File: src/sv/mppm_pkg.sv
`timescale 1ns / 1ps
`default_nettype none

package mppm_pkg;

  // command codes of an input word
  localparam logic [2:0] CMD_TICK      = 3'd0;
  localparam logic [2:0] CMD_EDGE      = 3'd1;
  localparam logic [2:0] CMD_RD_COUNT  = 3'd2;
  localparam logic [2:0] CMD_RST_COUNT = 3'd3;
  localparam logic [2:0] CMD_RD_PERIOD = 3'd4;
  localparam logic [2:0] CMD_RD_FREQ   = 3'd5;
  localparam logic [2:0] CMD_RD_AGE    = 3'd6;

  // configuration register indexes
  localparam int CFG_IDX_W = 2;
  localparam logic [CFG_IDX_W-1:0] CFG_TIMEBASE = 2'd0;
  localparam logic [CFG_IDX_W-1:0] CFG_ENABLE   = 2'd1;

  localparam logic [15:0] PERIOD_INVALID = 16'hFFFF;

  // frequency = FREQ_SCALE / period, dividend fits in DIV_STEPS bits
  localparam int DIV_STEPS = 14;
  localparam logic [DIV_STEPS-1:0] FREQ_SCALE = 14'd10000;

  typedef enum logic [1:0] {
    S_IDLE,
    S_EXEC,
    S_DIV,
    S_OUT
  } state_t;

  typedef struct packed {
    logic load;
    logic exec;
    logic div_start;
  } ctl_t;

  typedef struct packed {
    logic has_result;
    logic need_div;
    logic div_done;
  } sts_t;

endpackage

`default_nettype wire

File: src/sv/mppm_if.sv
`timescale 1ns / 1ps
`default_nettype none

interface mppm_in_if;
  logic       valid;
  logic       ready;
  logic [2:0] cmd;
  logic [3:0] channel;
  modport source (output valid, output cmd, output channel, input ready);
  modport sink (input valid, input cmd, input channel, output ready);
endinterface

interface mppm_out_if;
  logic        valid;
  logic        ready;
  logic [31:0] value;
  logic        status;
  modport source (output valid, output value, output status, input ready);
  modport sink (input valid, input value, input status, output ready);
endinterface

interface mppm_cfg_if;
  logic        valid;
  logic        ready;
  logic [1:0]  index;
  logic [15:0] data;
  modport source (output valid, output index, output data, input ready);
  modport sink (input valid, input index, input data, output ready);
endinterface

`default_nettype wire

File: src/sv/mppm_div.sv
`timescale 1ns / 1ps
`default_nettype none

module mppm_div (
  input  wire logic        clk,
  input  wire logic        rst,
  input  wire logic        start,
  input  wire logic [15:0] divisor,
  output logic             done,
  output logic [mppm_pkg::DIV_STEPS-1:0] quotient
);
  import mppm_pkg::*;

  logic                 busy;
  logic [3:0]           cnt;
  logic [15:0]          rem;
  logic [15:0]          dvs;
  logic [DIV_STEPS-1:0] q;
  logic [16:0]          rem_sh;
  logic [16:0]          rem_sub;
  logic                 ge;

  // restoring division, one quotient bit a cycle
  assign rem_sh  = {rem, q[DIV_STEPS-1]};
  assign rem_sub = rem_sh - {1'b0, dvs};
  assign ge      = rem_sh >= {1'b0, dvs};

  always_ff @(posedge clk) begin
    if (rst) begin
      busy <= 1'b0;
      done <= 1'b0;
      cnt  <= '0;
    end else begin
      done <= busy && !start && (cnt == 4'(DIV_STEPS - 1));
      if (start) begin
        busy <= 1'b1;
        cnt  <= '0;
      end else if (busy) begin
        cnt <= cnt + 4'd1;
        if (cnt == 4'(DIV_STEPS - 1)) busy <= 1'b0;
      end
    end
  end

  always_ff @(posedge clk) begin
    if (start) begin
      rem <= '0;
      dvs <= divisor;
      q   <= FREQ_SCALE;
    end else if (busy) begin
      rem <= ge ? rem_sub[15:0] : rem_sh[15:0];
      q   <= {q[DIV_STEPS-2:0], ge};
    end
  end

  assign quotient = q;

endmodule

`default_nettype wire

File: src/sv/mppm_datapath.sv
`timescale 1ns / 1ps
`default_nettype none

module mppm_datapath #(
  parameter int CHANNELS = 16
) (
  input  wire logic        clk,
  input  wire logic        rst,
  input  wire logic        cfg_valid,
  input  wire logic [mppm_pkg::CFG_IDX_W-1:0] cfg_index,
  input  wire logic [15:0] cfg_data,
  input  wire logic [2:0]  in_cmd,
  input  wire logic [3:0]  in_channel,
  input  wire mppm_pkg::ctl_t ctl,
  output mppm_pkg::sts_t   sts,
  output logic [31:0]      value,
  output logic             status
);
  import mppm_pkg::*;

  localparam int IDX_W = (CHANNELS > 1) ? $clog2(CHANNELS) : 1;

  logic [15:0] timebase_ms;
  logic [15:0] channel_enable;
  logic [15:0] time_now;
  logic [31:0] edge_count     [CHANNELS];
  logic [15:0] last_edge_time [CHANNELS];
  logic [15:0] last_period    [CHANNELS];

  logic [2:0]  cmd_r;
  logic [3:0]  ch_r;

  logic [IDX_W-1:0] idx;
  logic        on;
  logic [31:0] cnt_cur;
  logic [15:0] lt_cur;
  logic [15:0] lp_cur;
  logic [15:0] age_raw;
  logic [15:0] age_val;
  logic        stale;
  logic        tb_on;
  logic        in_window;
  logic [15:0] period_rd;
  logic [16:0] sum;
  logic [15:0] divisor;
  logic [DIV_STEPS-1:0] quotient;
  logic        div_done;

  assign idx     = ch_r[IDX_W-1:0];
  assign on      = ({1'b0, ch_r} < 5'(CHANNELS)) && channel_enable[ch_r];
  assign cnt_cur = edge_count[idx];
  assign lt_cur  = last_edge_time[idx];
  assign lp_cur  = last_period[idx];
  assign age_raw = time_now - lt_cur;
  // an invalidated period reads as maximal age
  assign age_val   = (lp_cur == PERIOD_INVALID) ? PERIOD_INVALID : age_raw;
  assign stale     = (lp_cur != PERIOD_INVALID) && (timebase_ms < age_raw);
  assign tb_on     = timebase_ms != 16'd0;
  assign in_window = age_val < timebase_ms;
  assign period_rd = (on && tb_on && in_window) ?
                     ((lp_cur == 16'd0) ? 16'd1 : lp_cur) : PERIOD_INVALID;

  // averaged period when the signal has gone quiet for over two periods
  assign sum     = {1'b0, lp_cur} + {1'b0, age_val};
  assign divisor = ({lp_cur, 1'b0} < {1'b0, age_val}) ? sum[16:1] : lp_cur;

  assign sts.has_result = (cmd_r == CMD_RD_COUNT) || (cmd_r == CMD_RST_COUNT) ||
                          (cmd_r == CMD_RD_PERIOD) || (cmd_r == CMD_RD_FREQ) ||
                          (cmd_r == CMD_RD_AGE);
  assign sts.need_div   = (cmd_r == CMD_RD_FREQ) && on && tb_on && in_window &&
                          (lp_cur != 16'd0);
  assign sts.div_done   = div_done;

  mppm_div u_div (
    .clk      (clk),
    .rst      (rst),
    .start    (ctl.div_start),
    .divisor  (divisor),
    .done     (div_done),
    .quotient (quotient)
  );

  always_ff @(posedge clk) begin
    if (rst) begin
      timebase_ms    <= '0;
      channel_enable <= '0;
    end else if (cfg_valid) begin
      case (cfg_index)
        CFG_TIMEBASE: timebase_ms    <= cfg_data;
        CFG_ENABLE:   channel_enable <= cfg_data;
        default: ;
      endcase
    end
  end

  always_ff @(posedge clk) begin
    if (ctl.load) begin
      cmd_r <= in_cmd;
      ch_r  <= in_channel;
    end
  end

  always_ff @(posedge clk) begin
    if (rst) begin
      time_now <= '0;
      for (int i = 0; i < CHANNELS; i++) begin
        edge_count[i]     <= '0;
        last_edge_time[i] <= '0;
        last_period[i]    <= '0;
      end
    end else if (ctl.exec) begin
      case (cmd_r)
        CMD_TICK: time_now <= time_now + 16'd1;
        CMD_EDGE: begin
          if (on) begin
            edge_count[idx]     <= cnt_cur + 32'd1;
            last_period[idx]    <= (age_raw == 16'd0) ? 16'd1 : age_raw;
            last_edge_time[idx] <= time_now;
          end
        end
        CMD_RST_COUNT: begin
          if (on) edge_count[idx] <= '0;
        end
        CMD_RD_PERIOD, CMD_RD_FREQ: begin
          if (on && tb_on && stale) last_period[idx] <= PERIOD_INVALID;
        end
        CMD_RD_AGE: begin
          if (on && stale) last_period[idx] <= PERIOD_INVALID;
        end
        default: ;
      endcase
    end
  end

  always_ff @(posedge clk) begin
    if (ctl.exec) begin
      status <= (cmd_r == CMD_RST_COUNT) && !on;
      case (cmd_r)
        CMD_RD_COUNT:  value <= on ? cnt_cur : 32'd0;
        CMD_RD_PERIOD: value <= {16'd0, period_rd};
        CMD_RD_AGE:    value <= {16'd0, on ? age_val : PERIOD_INVALID};
        default:       value <= '0;
      endcase
    end else if (div_done) begin
      value <= {(32 - DIV_STEPS)'(0), quotient};
    end
  end

endmodule

`default_nettype wire

File: src/sv/mppm_ctrl.sv
`timescale 1ns / 1ps
`default_nettype none

module mppm_ctrl (
  input  wire logic clk,
  input  wire logic rst,
  input  wire logic in_valid,
  output logic      in_ready,
  output logic      out_valid,
  input  wire logic out_ready,
  input  wire mppm_pkg::sts_t sts,
  output mppm_pkg::ctl_t ctl
);
  import mppm_pkg::*;

  state_t state;
  state_t state_next;

  always_ff @(posedge clk) begin
    if (rst) state <= S_IDLE;
    else state <= state_next;
  end

  always_comb begin
    state_next = state;
    case (state)
      S_IDLE: if (in_valid) state_next = S_EXEC;
      S_EXEC: begin
        if (sts.need_div) state_next = S_DIV;
        else if (sts.has_result) state_next = S_OUT;
        else state_next = S_IDLE;
      end
      S_DIV:  if (sts.div_done) state_next = S_OUT;
      S_OUT:  if (out_ready) state_next = S_IDLE;
      default: state_next = S_IDLE;
    endcase
  end

  always_comb begin
    in_ready      = 1'b0;
    out_valid     = 1'b0;
    ctl.load      = 1'b0;
    ctl.exec      = 1'b0;
    ctl.div_start = 1'b0;
    case (state)
      S_IDLE: begin
        in_ready = 1'b1;
        ctl.load = in_valid;
      end
      S_EXEC: begin
        ctl.exec      = 1'b1;
        ctl.div_start = sts.need_div;
      end
      S_OUT:  out_valid = 1'b1;
      default: ;
    endcase
  end

  a_accept_exec: assert property (@(posedge clk) disable iff (rst)
    (in_valid && in_ready) |=> (state == S_EXEC))
    else $error("accepted word not executed");

  a_one_item: assert property (@(posedge clk) disable iff (rst)
    !(in_ready && out_valid))
    else $error("input open while a result is pending");

  a_div_follows: assert property (@(posedge clk) disable iff (rst)
    ctl.div_start |=> (state == S_DIV))
    else $error("division started outside its wait state");

  a_done_in_div: assert property (@(posedge clk) disable iff (rst)
    sts.div_done |-> (state == S_DIV))
    else $error("division finished with no frequency read in flight");

endmodule

`default_nettype wire

File: src/sv/multichannel_pulse_period_meter_unit.sv
`timescale 1ns / 1ps
`default_nettype none

// pulse counter and period / frequency meter for up to sixteen channels with
// a private 16-bit millisecond clock. each input word carries a command and a
// channel: tick advances the clock, edge counts a pulse and records its
// period, and the read commands return count, period, age or frequency in
// 100 mHz units as one result word (reset count returns status 1 on a
// disabled channel). the user must write timebase_ms and channel_enable through
// the cfg channel only while the block is idle; the block itself does not
// enforce it. one word is handled at a time: tick and edge pass through
// accept and execute, count, period, age and reset reads also wait in the
// output register until taken, and a frequency read with a valid period adds
// a divide step (without one it does not), in which the restoring divider
// yields one quotient bit of 10000 / period per cycle. all channel state is
// reset at once, so no clearing pass follows reset.
module multichannel_pulse_period_meter_unit #(
  parameter int CHANNELS = 16
) (
  input wire logic   clk,
  input wire logic   rst,
  mppm_in_if.sink    item_in,
  mppm_out_if.source result_out,
  mppm_cfg_if.sink   cfg
);
  import mppm_pkg::*;

  ctl_t ctl;
  sts_t sts;

  // register writes are always taken
  assign cfg.ready = 1'b1;

  // sequencer: accept, execute, divide, present
  mppm_ctrl u_ctrl (
    .clk       (clk),
    .rst       (rst),
    .in_valid  (item_in.valid),
    .in_ready  (item_in.ready),
    .out_valid (result_out.valid),
    .out_ready (result_out.ready),
    .sts       (sts),
    .ctl       (ctl)
  );

  // channel state, config registers, divider and result register
  mppm_datapath #(
    .CHANNELS (CHANNELS)
  ) u_datapath (
    .clk        (clk),
    .rst        (rst),
    .cfg_valid  (cfg.valid),
    .cfg_index  (cfg.index),
    .cfg_data   (cfg.data),
    .in_cmd     (item_in.cmd),
    .in_channel (item_in.channel),
    .ctl        (ctl),
    .sts        (sts),
    .value      (result_out.value),
    .status     (result_out.status)
  );

endmodule

`default_nettype wire
File: src/flat_wrapper.sv
// flat-port wrapper written by rule: the top's interface ports become plain ports
module multichannel_pulse_period_meter_unit_flat import mppm_pkg::*;
#(
  parameter int CHANNELS = 16
)
  (clk, rst, item_in_valid, item_in_cmd, item_in_channel, item_in_ready, result_out_valid, result_out_value, result_out_status, result_out_ready, cfg_valid, cfg_index, cfg_data, cfg_ready);
  mppm_in_if item_in_i ();
  mppm_out_if result_out_i ();
  mppm_cfg_if cfg_i ();
  input wire logic clk;
  input wire logic rst;
  input wire logic [$bits(item_in_i.valid)-1:0] item_in_valid;
  input wire logic [$bits(item_in_i.cmd)-1:0] item_in_cmd;
  input wire logic [$bits(item_in_i.channel)-1:0] item_in_channel;
  output wire logic [$bits(item_in_i.ready)-1:0] item_in_ready;
  output wire logic [$bits(result_out_i.valid)-1:0] result_out_valid;
  output wire logic [$bits(result_out_i.value)-1:0] result_out_value;
  output wire logic [$bits(result_out_i.status)-1:0] result_out_status;
  input wire logic [$bits(result_out_i.ready)-1:0] result_out_ready;
  input wire logic [$bits(cfg_i.valid)-1:0] cfg_valid;
  input wire logic [$bits(cfg_i.index)-1:0] cfg_index;
  input wire logic [$bits(cfg_i.data)-1:0] cfg_data;
  output wire logic [$bits(cfg_i.ready)-1:0] cfg_ready;
  assign item_in_i.valid = item_in_valid;
  assign item_in_i.cmd = item_in_cmd;
  assign item_in_i.channel = item_in_channel;
  assign item_in_ready = item_in_i.ready;
  assign result_out_valid = result_out_i.valid;
  assign result_out_value = result_out_i.value;
  assign result_out_status = result_out_i.status;
  assign result_out_i.ready = result_out_ready;
  assign cfg_i.valid = cfg_valid;
  assign cfg_i.index = cfg_index;
  assign cfg_i.data = cfg_data;
  assign cfg_ready = cfg_i.ready;
  multichannel_pulse_period_meter_unit #(.CHANNELS(CHANNELS)) u_core (.clk(clk), .rst(rst), .item_in(item_in_i), .result_out(result_out_i), .cfg(cfg_i));
endmodule
File: config.mk
export PLATFORM = sky130hd
export DESIGN_NAME = multichannel_pulse_period_meter_unit_flat
export DESIGN_NICKNAME = d
export VERILOG_FILES = /design/src/sv/mppm_pkg.sv /design/src/sv/mppm_if.sv /design/src/sv/mppm_div.sv /design/src/sv/mppm_datapath.sv /design/src/sv/mppm_ctrl.sv /design/src/sv/multichannel_pulse_period_meter_unit.sv /design/src/flat_wrapper.sv
export SDC_FILE = /design/constraint.sdc
export NUM_CORES = 2
export LEC_CHECK = 0
export BUFFER_PORTS_ARGS = -buffer_cell sky130_fd_sc_hd__buf_4
export CAP_MARGIN = 30
export CORE_MARGIN = 2
export CORE_UTILIZATION = 30
export CTS_CLUSTER_DIAMETER = 80
export DETAILED_ROUTE_END_ITERATION = 16
export PLACE_DENSITY_LB_ADDON = 0.08
export SLEW_MARGIN = 20
export SYNTH_ARGS = -nofsm -noshare
export SYNTH_HDL_FRONTEND = slang
export SYNTH_HIERARCHICAL = 1
export SYNTH_SLANG_ARGS = --single-unit
File: constraint.sdc
create_clock -name clk -period 11.76 [get_ports clk]
set_clock_uncertainty 0.1 [all_clocks]
set_input_delay 2.352 -clock clk [delete_from_list [all_inputs] [get_ports clk]]
set_output_delay 2.352 -clock clk [all_outputs]
set_load 0.01 [all_outputs]
Word-level counts from Yosys, hierarchy flattened --
Memory sizes are Yosys's and may differ from the RTL's. A register that Yosys moved wholly into a read port is not among the register bits. Cells that the tools add are included.
Word-level totals: register bits 142, output and inout bits 36, input port bits 30, word-level logic and storage cells 144, bits in writable memories 1024, memories kept 3
Operators by class: bitwise logic cells 3, magnitude comparators 5, muxes and demuxes 62, reductions and logical operators 35, equal/unequal tests 16, $add $sub $neg 6
Memory list:
- u_core.u_datapath.edge_count | depth 16, bits a word 32, rd ports 1, clocked after memory_dff 1, wr ports 16, line mppm_datapath.sv:26 | logic [31:0] edge_count [CHANNELS];
- u_core.u_datapath.last_edge_time | depth 16, bits a word 16, rd ports 1, clocked after memory_dff 1, wr ports 16, line mppm_datapath.sv:27 | logic [15:0] last_edge_time [CHANNELS];
- u_core.u_datapath.last_period | depth 16, bits a word 16, rd ports 1, clocked after memory_dff 1, wr ports 16, line mppm_datapath.sv:28 | logic [15:0] last_period [CHANNELS];
Operator list (number):
- 2-to-1 mux 16 bit | 11
- 2-to-1 mux 32 bit | 5
- one-hot mux 32 bit (3 select lines) | 1
- adder 32 x 1 -> 32 bit, second input constant | 1
- zero test 16 bit | 2
- less-than comparator 16 bit | 2
- nonzero test 16 bit | 2
- OR reduction 16 bit | 2
- OR reduction 32 bit | 1
- subtractor 16 bit | 2
- 2-to-1 mux 1 bit | 31
- 2-to-1 mux 4 bit | 6
- adder 16 x 16 -> 17 bit | 1
- greater-or-equal comparator 17 x 16 -> 1 bit | 1
- less-than comparator 17 x 16 -> 1 bit | 1
- adder 16 x 1 -> 16 bit, second input constant | 1
- equality test 16 bit, second input constant | 1
- != test 16 bit, second input constant | 1
- logical AND 1 bit | 12
- 2-to-1 mux 2 bit | 6
- equality test 3 bit, second input constant | 3
- one-hot mux 2 bit (4 select lines) | 1
- equality test 3 x 2 -> 1 bit, second input constant | 2
- != test 2 bit, second input constant | 3
- other kinds (16) | 28

Longest topological paths before layout --
word-level depth 14, mapped depth 38, mapped depth without buffers 26

By module --
The synthesis kept the hierarchy.
Modules (own cells, without submodules):
- mppm_datapath | area each 52017.4 um^2, sequential area each 32991.6 um^2, times used 1, cells each 3764
- mppm_div | area each 2975.4 um^2, sequential area each 1201.2 um^2, times used 1, cells each 331
- mppm_ctrl | area each 126.4 um^2, sequential area each 40.0 um^2, times used 1, cells each 17
- multichannel_pulse_period_meter_unit | area each 11.3 um^2, sequential area each 0.0 um^2, times used 1, cells each 2

Worst setup path before layout --
No wires, ideal clock.
kind reg2reg, from reg with a tool-made name, to reg u_core.u_datapath.u_div.rem[4], path buffers 13, period minus slack after synthesis 7.839 ns, required time 11.538 ns, setup time 0.122 ns, cell stages (with the launch flop) 37, arrival time 7.617 ns, setup slack 3.921 ns, cell sequence dfxtp_1 -> buf_6 -> buf_12 -> buf_8 -> buf_12 -> buf_8 -> buf_12 -> buf_6 -> buf_6 -> buf_6 -> buf_2 -> buf_1 -> mux4_2 -> mux4_2 -> inv_1 -> ha_1 -> a21o_1 -> a21oi_1 -> inv_1 -> a41o_1 -> a31o_2 -> a21o_1 -> a21oi_1 -> xnor2_1 -> inv_1 -> nand2_1 -> ha_1 -> a21o_1 -> a21oi_1 -> o2111a_1 -> o211ai_1 -> nor2_1 -> and2_1 -> clkbuf_1 -> clkbuf_1 -> nor2_1 -> o311a_1
RTL lines:
- end signal, assigned | line mppm_div.sv:51 | rem <= ge ? rem_sub[15:0] : rem_sh[15:0];
- end, declared | line mppm_div.sv:16 | logic [15:0] rem;

==> flow_metrics.env <==
export IMPL_root_buffer="clkbuf_16"
export IMPL_ys_warn_count=6
export IMPL_wl_mm=195
export IMPL_syn_inst=4114
export IMPL_cts_buffers=141
export IMPL_final_nets=4271
export IMPL_peakVddDrop_uv=153
export IMPL_grt_pass1_vias=35100
export IMPL_finalHoldViolations=0
export IMPL_clkLatencyLatePin_ns=0.81
export IMPL_register_area_sq_mm=0.0342
export IMPL_synthArstFlopShare=0
export IMPL_drive_above_1_share=0.185
export IMPL_gr_usage_met2=0.347
export IMPL_dr_total_vias=34600
export IMPL_cap_violations=0
export IMPL_grt_ovfl_total=0
export IMPL_drtPass1Iterations=6
export IMPL_path_clk_slew_ns=0.06
export IMPL_synthTopCellsByArea="edfxtp_1, mux4_2, nor2_1, dfxtp_1, and3_1"
export IMPL_yosysSeqAreaShare=0.621
export IMPL_min_period_ns=8.16
export IMPL_finalCritPeriodShare=0.694
export IMPL_avgViaCountPerCell=5.15
export IMPL_final_common_cell="edfxtp_1"
export IMPL_synth_top_area_frac=0.588
export IMPL_worst_setup_path_type="reg2reg"
export IMPL_clock_tree_buffer_depth=3
export IMPL_cts_sink_count=1170
export IMPL_cp_start_kind="flop"
export IMPL_busiest_layer="met2"
export IMPL_slew_headroom=0.138
export IMPL_post_synth_top_area_cell="edfxtp_1"
export IMPL_post_cts_buffers=0
export IMPL_ioPinCount=66
export IMPL_ys_ff_latch=1170
export IMPL_synthFlopType="edfxtp_1"
export IMPL_internal_power_uw=7980
export IMPL_grtUsageMet3=0.0263
export IMPL_cts_tree="done"
export IMPL_syn_nets=4243
export IMPL_grt_start_max_net_pins=241
export IMPL_powerDensity_mw_per_mm2=182
export IMPL_slew_violations=0
export IMPL_cts_resized=0
export IMPL_ys_types=91
export IMPL_power_share_clock=0.379
export IMPL_post_drt_wl_per_cell_um=29.0
export IMPL_globalplace_congestion=0.816
export IMPL_hold_class="reg2reg"
export IMPL_die_h_um=433
export IMPL_synth_edf_count=1080
export IMPL_antenna_found_initial=11
export IMPL_drc=0
export IMPL_setup_viol=0
export IMPL_final_cell_mix="edfxtp_1, nor2_1, mux4_2, nand2_1, and3_1"
export IMPL_port_buffers=64
export IMPL_fillerInstances=17900
export IMPL_end_kind="flop"
export IMPL_combinationalPowerShare=0.203
export IMPL_tns_ns=0
export IMPL_required_ns=12.33
export IMPL_p_leak_uw=0.0231
export IMPL_cts_max_level=4
export IMPL_status="completed"
export IMPL_row_count=157
export IMPL_initialDrtViolationCount=3177
export IMPL_syn2layout_area_growth_pct=14.1
export IMPL_dp_hpwl_mm=121
export IMPL_multi_input_area_sq_mm=0.0192
export IMPL_core_area_sq_mm=0.183
export IMPL_cp_max_fo=45
export IMPL_total_power_uw=11500
export IMPL_switching_power_uw=3490
export IMPL_initial_core_util=0.301
export IMPL_rsz0062_at_grt="no"
export IMPL_synth_area_sq_mm=0.0551
export IMPL_ant_nets=0
export IMPL_die_x_um=433
export IMPL_cp_data_arrival_time_ns=8.73
export IMPL_power_frac_seq=0.418
export IMPL_die_area_sq_mm=0.187
export IMPL_grt_pass1_wl_mm=276
export IMPL_swShare=0.305
export IMPL_cts_hold_buf=0
export IMPL_grtUsageMet1=0.285
export IMPL_tightest_slew_ns=1.29
export IMPL_timing_fmax_mhz=123
export IMPL_postSynthAreaPerCell_sq_um=13.4
export IMPL_track_usage=0.208
-- stage by stage --
| step | instances | cell area [sq um] | hold WS, ns | setup WS, ns | util |
|---|---|---|---|---|---|
| 6_report | 6718 | 62900 | 0.356 | 3.60 | 0.344 |
| 5_1_grt | 6717 | 62900 | 0.368 | 2.82 | 0.344 |
| 4_1_cts | 6714 | 62900 | 0.355 | 3.44 | 0.344 |
| 3_5_place_dp | 6461 | 58400 | 0.347 | 3.46 | 0.319 |
| 3_3_place_gp | 6453 | 58200 | 0.339 | 3.40 | 0.318 |
| 2_1_floorplan | 4114 | 55100 | 0.333 | 3.92 | - |
-- worst max-delay path, stage by stage (launching register included) --
cell and delay [ns]:
dfxtp_4 0.71, buf_4 0.77, mux4_2 0.60, mux4_2 0.47, inv_1 0.13, ha_1 0.28, o21ai_0 0.12, a21boi_0 0.15
o21ai_0 0.45, a21oi_1 0.17, o311ai_0 0.48, nand2b_1 0.13, xnor2_1 0.49, nand2_1 0.29, ha_1 0.26, a21o_1 0.17
a21oi_1 0.15, o2111a_1 0.21, o211ai_1 0.10, nor2_1 0.19, and2_2 0.16, buf_4 0.47, inv_1 0.37, and3_1 0.28
a31oi_1 0.18, o21ai_0 0.10
-- path summary, 6_finish.rpt --
check             slack (ns)                                          endpoint  depth (start not counted)                                             start
setup / recovery        3.60      u_core/u_datapath/u_div/rem[14]$_SDFFE_PP0P_                         25                                              flop
hold / removal          0.36  u_core/u_datapath/channel_enable[4]$_SDFFE_PP0P_                          2  u_core/u_datapath/channel_enable[4]$_SDFFE_PP0P_
hold reg to reg         0.36  u_core/u_datapath/channel_enable[4]$_SDFFE_PP0P_                          2  u_core/u_datapath/channel_enable[4]$_SDFFE_PP0P_
setup reg to reg        3.60      u_core/u_datapath/u_div/rem[14]$_SDFFE_PP0P_                         25                                              flop
-- sequential cells by signal, indices dropped and copies added, names as in the netlist, 3 cells and up, named ones only --
signal and flops:
u_core/u_datapath/edge_count 512, u_core/u_datapath/last_edge_time 256, u_core/u_datapath/last_period 256, u_core/u_datapath/value 32, u_core/u_datapath/channel_enable 16, u_core/u_datapath/time_now 16, u_core/u_datapath/timebase_ms 16, u_core/u_datapath/u_div/dvs 16
u_core/u_datapath/u_div/rem 16, u_core/u_datapath/u_div/quotient 14, u_core/u_datapath/ch_r 4, u_core/u_datapath/u_div/cnt 4, u_core/u_datapath/cmd_r 3
-- synthesized netlist by cell type (16+ instances only) --
master,n
a22oi_1,33
nor3_1,21
clkbuf_1,198
xnor2_1,44
o21ai_0,69
ha_1,96
a21o_1,20
nand3_1,55
edfxtp_1,1080
and3_1,233
mux4_2,289
nor2_1,944
nand2b_1,68
buf_2,44
mux2_2,18
a21oi_1,116
mux2i_1,21
nand2_1,247
xor2_1,29
nand4_1,21
inv_1,98
nor2b_1,17
buf_6,16
dfxtp_1,90
-- area by class of cell --
class	count	area share
inverters	102	0.00612
multi-input cells	2543	0.305
clock buffers	170	0.0586
repair buffers	184	0.0234
well taps	2464	0.0490
flip-flops and latches	1170	0.544
clock inverters	83	0.0134
diodes	2	0.0000795
-- power by group through the flow --
stage	clock network [uW]	logic, uW	registers, uW
after global placement	0	2350	4890
after global routing	4610	2480	4810
final	4350	2330	4800
after CTS	4470	2350	4800
after floorplan	0	1490	4830
after detailed placement	0	2340	4890
-- logic make-up after synthesis --
| family | count (synthesis) | synth area share |
|---|---|---|
| and+or+nand+nor | 1670 | 0.135 |
| DFF | 1170 | 0.621 |
| buffers and inverters | 401 | 0.0340 |
| muxes | 349 | 0.134 |
| AOI/OAI and AO/OA | 345 | 0.0403 |
| adders and majority gates | 99 | 0.0229 |
| xor gates and xnor gates | 79 | 0.0134 |
| other | 1 | 0.0000680 |
-- routing by layer --
layer / share of wire / vias up
li1: - / 15300
met1: 0.44 / 18200
met2: 0.49 / 855
met3: 0.043 / 211
met4: 0.025 / 0
met5: 0 / -
No activity file was read; power rests on OpenSTA's default activity.
